### config.mk
export PLATFORM = sky130hd
export DESIGN_NAME = tms_dot
export DESIGN_NICKNAME = d
export VERILOG_FILES = /design/src/sv/tms_pkg.sv /design/src/sv/tms_dot.sv
export SDC_FILE = /design/constraint.sdc
export NUM_CORES = 2
export LEC_CHECK = 0
export BUFFER_PORTS_ARGS = -buffer_cell sky130_fd_sc_hd__buf_2
export CORE_MARGIN = 2
export CORE_UTILIZATION = 40
export DETAILED_ROUTE_END_ITERATION = 8
export GPL_TIMING_DRIVEN = 0
export HOLD_SLACK_MARGIN = 0.03
export SYNTH_ARGS = -nofsm -noshare
export SYNTH_HDL_FRONTEND = slang
export SYNTH_SLANG_ARGS = --single-unit
### constraint.sdc
create_clock -name i_clk -period 7.1 [get_ports i_clk]
set_input_delay 0.355 -clock i_clk [delete_from_list [all_inputs] [get_ports i_clk]]
set_output_delay 0.355 -clock i_clk [all_outputs]
set_load 0.02 [all_outputs]
### src/sv/tms_pkg.sv
// Package: constants, command codes, payload structs and FSM states for the matrix stack.
package tms_pkg;

    localparam int StackDepth = 32;
    localparam int FracBits   = 16;
    localparam int LevelW     = $clog2(StackDepth);
    localparam int MemDepth   = StackDepth * 16;
    localparam int MemAw      = $clog2(MemDepth);
    localparam logic signed [31:0] One = 32'sd1 <<< FracBits;

    typedef enum logic [3:0] {
        REQ_PUSH    = 4'd0,
        REQ_POP     = 4'd1,
        REQ_TRANS   = 4'd2,
        REQ_SCALE   = 4'd3,
        REQ_ROTX    = 4'd4,
        REQ_ROTY    = 4'd5,
        REQ_ROTZ    = 4'd6,
        REQ_MUL     = 4'd7,
        REQ_REPLACE = 4'd8,
        REQ_WROP    = 4'd9,
        REQ_READ    = 4'd10
    } t_req;

    typedef enum logic [1:0] {
        ST_DONE      = 2'd0,
        ST_FULL      = 2'd1,
        ST_LAST      = 2'd2
    } t_status;

    typedef struct packed {
        logic [3:0]         req_type;
        logic signed [31:0] val_a;
        logic signed [31:0] val_b;
        logic signed [31:0] val_c;
        logic [3:0]         elem_index;
    } t_in;

    typedef struct packed {
        logic [1:0]         status;
        logic signed [31:0] read_data;
    } t_out;

    typedef enum logic [2:0] {
        S_IDLE,
        S_COPY,
        S_LOAD,
        S_MAC,
        S_WB,
        S_READ,
        S_DONE
    } t_state;

    // Identity element value at row*4+col.
    function automatic logic signed [31:0] ident(input logic [3:0] i);
        ident = (i[3:2] == i[1:0]) ? One : 32'sd0;
    endfunction

endpackage

### src/sv/tms_dot.sv
// One-product-per-cycle accumulator with shift/saturate; the elements of B are built in the core.
module tms_dot (
    input  logic                    i_clk,
    input  logic                    i_clr,
    input  logic                    i_en,
    input  logic signed [31:0]      i_t,
    input  logic signed [32:0]      i_b,
    output logic signed [31:0]      o_res
);
    import tms_pkg::*;

    logic signed [65:0] r_p;
    logic               r_pv;
    logic signed [67:0] r_acc;
    logic signed [67:0] n_acc;
    logic signed [67:0] w_sh;

    always_ff @(posedge i_clk) begin
        r_p  <= 66'(i_t * i_b);
        r_pv <= i_en;
        r_acc <= n_acc;
    end

    always_comb begin
        n_acc = r_acc;
        if (i_clr) begin
            n_acc = '0;
        end else if (r_pv) begin
            n_acc = r_acc + 68'(r_p);
        end
    end

    // exact sum, then an arithmetic (floor) shift and saturation to 32 bits
    assign w_sh = r_acc >>> FracBits;
    always_comb begin
        if (w_sh > 68'sd2147483647) begin
            o_res = 32'sh7fffffff;
        end else if (w_sh < -68'sd2147483648) begin
            o_res = 32'sh80000000;
        end else begin
            o_res = w_sh[31:0];
        end
    end
endmodule
==> key figures <==
Setup path
  – Worst Path Class, Setup: in2reg
  – RR Startpoint: r_acc[0]$_SDFFE_PP0P_
  – Worst-path fanout max: 10
  – Worst endpoint required time: about 7.4 ns
  – FF-to-FF setup slack: approximately 3.1 ns
  – CP Launch Point: i_t[19]
  – Arrival time worst endpoint: 7.59 ns
  – Crit start category: input port
  – CP Capture Type: flip-flop

Status
  – Failing checks: negative setup slack
  – Status: finished with violations

Global route
  – GRT Resource Usage Total: 29.7%
  – First-pass GRT wire length: about 250000 µm
  – Grt total ovfl: 0
  – Number of global-route vias before repair: approximately 39000
  – Largest net degree at the start of global routing: 23
  – Initial antenna violation count: 21

Layout
  – P&R area growth vs syn: 19.0%
  – Final nets: approximately 6700
  – Area of the multi-input gates: around 39000 µm²
  – FF+latch area: about 2700 µm²
  – Fillers: roughly 11000
  – Share of cells above drive strength 1: roughly 14%

Die
  – Die area: about 120000 µm²
  – Core Area: around 110000 µm²
  – Row count: about 120
  – Initial Util: between 40% and 50%
  – Die width: 340 µm
  – IO Count: 100
  – Die Y: about 340 µm

Timing
  – Tightest Pin Transition: ~1.3 ns
  – Final period util: 102%
  – Maximum clock frequency: roughly 140 MHz
  – Total negative slack: -0.844 ns
  – Final Setup Violations: 8
  – Setup Skew: about 0.012 ns
  – Relative slew slack: between 10% and 20%
  – Max-slew violations: 0
  – PnR worst setup slack: -0.168 ns
  – RSZ-0062 raised after global routing: true
  – Final period demand of the worst path: between 7 and 8 ns
  – Fin. Hold Viols: 0

Drt
  – Detailed Route Iter0 Violations: ~3400
  – Post-DR vias/cell: approximately 5.4
  – # DRC: 0
  – Router iterations before antenna repair: 6
  – Routed Antenna Nets: 0
  – Final wirelength: approximately 170000 µm
  – Vias after detailed routing: roughly 37000
  – Routed len/inst: between 20 and 30 µm

Job
  – Max-cap viol count: 0

Yosys
  – Cells after synthesis: 4967
  – Distinct cells, synth: 81
  – Post-synth EDFFs: 0
  – Seq/Total Area, Yosys: between 5 and 6%
  – Ys flop type: dfxtp_1
  – Yosys top cell area share: between 40% and 50%
  – Top cells by area, synth: fa_1 49%, inv_1 8.5%, and2_1 7.5%
  – Ys Warns: 0
  – Synthesized area per cell: approximately 9 µm²
  – Async set or reset register ratio after synthesis: 0%
  – #FFs+latches synth: roughly 130
  – Synth area leader: fa_1
  – Mapped cell area: 45100 µm²
  – Syn_nets: roughly 6400

Place
  – Final HPWL DP: 136000 µm
  – Final GP Congestion: between 1 and 1.5
  – PortBufs: just under 100

Clock tree
  – CTS tree: yes
  – Worst-skew pair later-pin latency: 0.45 ns
  – Sink Count: 134
  – Clock-pin transition on the worst setup and hold timing paths: 0.06 ns
  – Clock Tree Buf Depth: 2
  – H-tree depth: 4
  – Root Driver: clkbuf_16
  – TritonCTS Buffers: 17

Hold path
  – Hold Crit Class: in2reg
  – Min-delay src: i_clr
-- cell type report --
class / instances / area share (%)
clock buffer: 17 / 0.792
clock inverter: 15 / 0.375
sequential: 134 / 4.99
buffer: 241 / 6.70
antenna: 17 / 0.0792
inverter: 1021 / 7.15
tap: 1500 / 3.49
timing repair buffer: 270 / 4.34
multi-input combinational: 3557 / 72.1
-- cells in the mapped netlist (all sizes together), types with 48 or more instances --
cell type / number
fa: 1113
inv: 1021
o21ai: 102
xnor2: 73
a21o: 78
dfxtp: 134
ha: 253
a21oi: 169
nor2: 154
nand2: 666
xor2: 48
and2: 540
clkbuf: 237
-- worst max-delay path: stages --
cell and delay [ns]:
buf_2 0.24, clkbuf_8 0.28, nand2_1 0.09, fa_1 0.46
fa_1 0.54, inv_1 0.07, fa_1 0.50, fa_1 0.48
fa_2 0.64, fa_1 0.42, fa_1 0.56, fa_1 0.43
ha_1 0.30, buf_6 0.13, and3_4 0.18, a221oi_4 0.24
a21oi_1 0.10, or2_4 0.28, a2111oi_4 0.30, a211oi_2 0.18
a21oi_2 0.27, buf_4 0.16, o21ai_0 0.07, a21oi_1 0.18
xnor2_1 0.09
-- state kept, by name, summed over array words and instances, names as in the netlist --
signal / count
r_p: 65
r_acc: 68
r_pv: 1
-- layer usage --
metal	routed length [µm]	global-route usage [%]	vias to the layer above
met2	75200	46.7	1765
li1	-	-	15526
met4	13300	18.1	10
met5	70	0	-
met1	65500	37.5	18776
met3	15900	6.64	558
-- final timing paths --
| kind | cells after the start | endpoint |
|---|---|---|
| setup / recovery | 25 | r_p[53]$_DFF_P_ |
| hold / removal | 3 | r_acc[67]$_SDFFE_PP0P_ |
| setup reg to reg | 13 | r_acc[60]$_SDFFE_PP0P_ |
| hold reg to reg | 2 | r_acc[18]$_SDFFE_PP0P_ |
-- placed cells by master (no fill, tap or decap), types with 13 or more instances in the layout --
cell type / count
a211oi_1: 13
nor3_1: 23
clkbuf_16: 103
inv_1: 1001
nor2_1: 149
fa_1: 1046
buf_4: 178
a21o_1: 77
mux2i_1: 27
nand2b_1: 13
o21bai_1: 23
xor2_1: 47
clkbuf_8: 51
and2_1: 528
xnor2_1: 72
nand2_1: 656
nand4_1: 38
a21oi_1: 145
buf_6: 34
ha_4: 26
dfxtp_1: 134
ha_1: 219
diode_2: 17
a21oi_2: 21
buf_2: 55
buf_8: 22
inv_2: 18
o21ai_0: 81
clkbuf_4: 18
fa_2: 67
clkbuf_1: 32
nand3_1: 31
buf_12: 21
-- logic make-up after synthesis --
kind of cell,after synthesis,synth area share (%)
DFF,134,5.95
and+or+nand+nor,1528,16.6
AOI/OAI and AO/OA,514,7.37
adders and majority gates,1366,56.4
buffers and inverters,1276,10.8
xor gates and xnor gates,121,2.35
muxes,28,0.624
-- through the flow --
step / instance area, µm² / util (%) / std cells / setup WS [ns] / hold slack (ns)
5_1_grt: 53700 / 47.8 / 6759 / -0.282 / 0.282
4_1_cts: 52600 / 46.9 / 6696 / -0.107 / 0.257
3_5_place_dp: 47700 / 42.5 / 6565 / -2.21 / 0.465
6_report: 53700 / 47.9 / 6772 / -0.168 / 0.276
2_1_floorplan: 45300 / - / 4967 / -0.0188 / 0.383
3_3_place_gp: 47700 / 42.5 / 6565 / -2.27 / 0.461
-- repair_timing --
item                                    in CTS  in global routing
buffers inserted                           108                 57
hold endpoints to repair                     1                  0
pin swaps                                  100                111
cloned                                       3                  5
gates resized for setup                    796                182
endpoints found under the setup margin      43                 21
hold buffers                                 1                  0
Power is left out: the tool's default activity adds up to more than one toggle a clock period on the data nets, which glitch-free logic cannot reach.
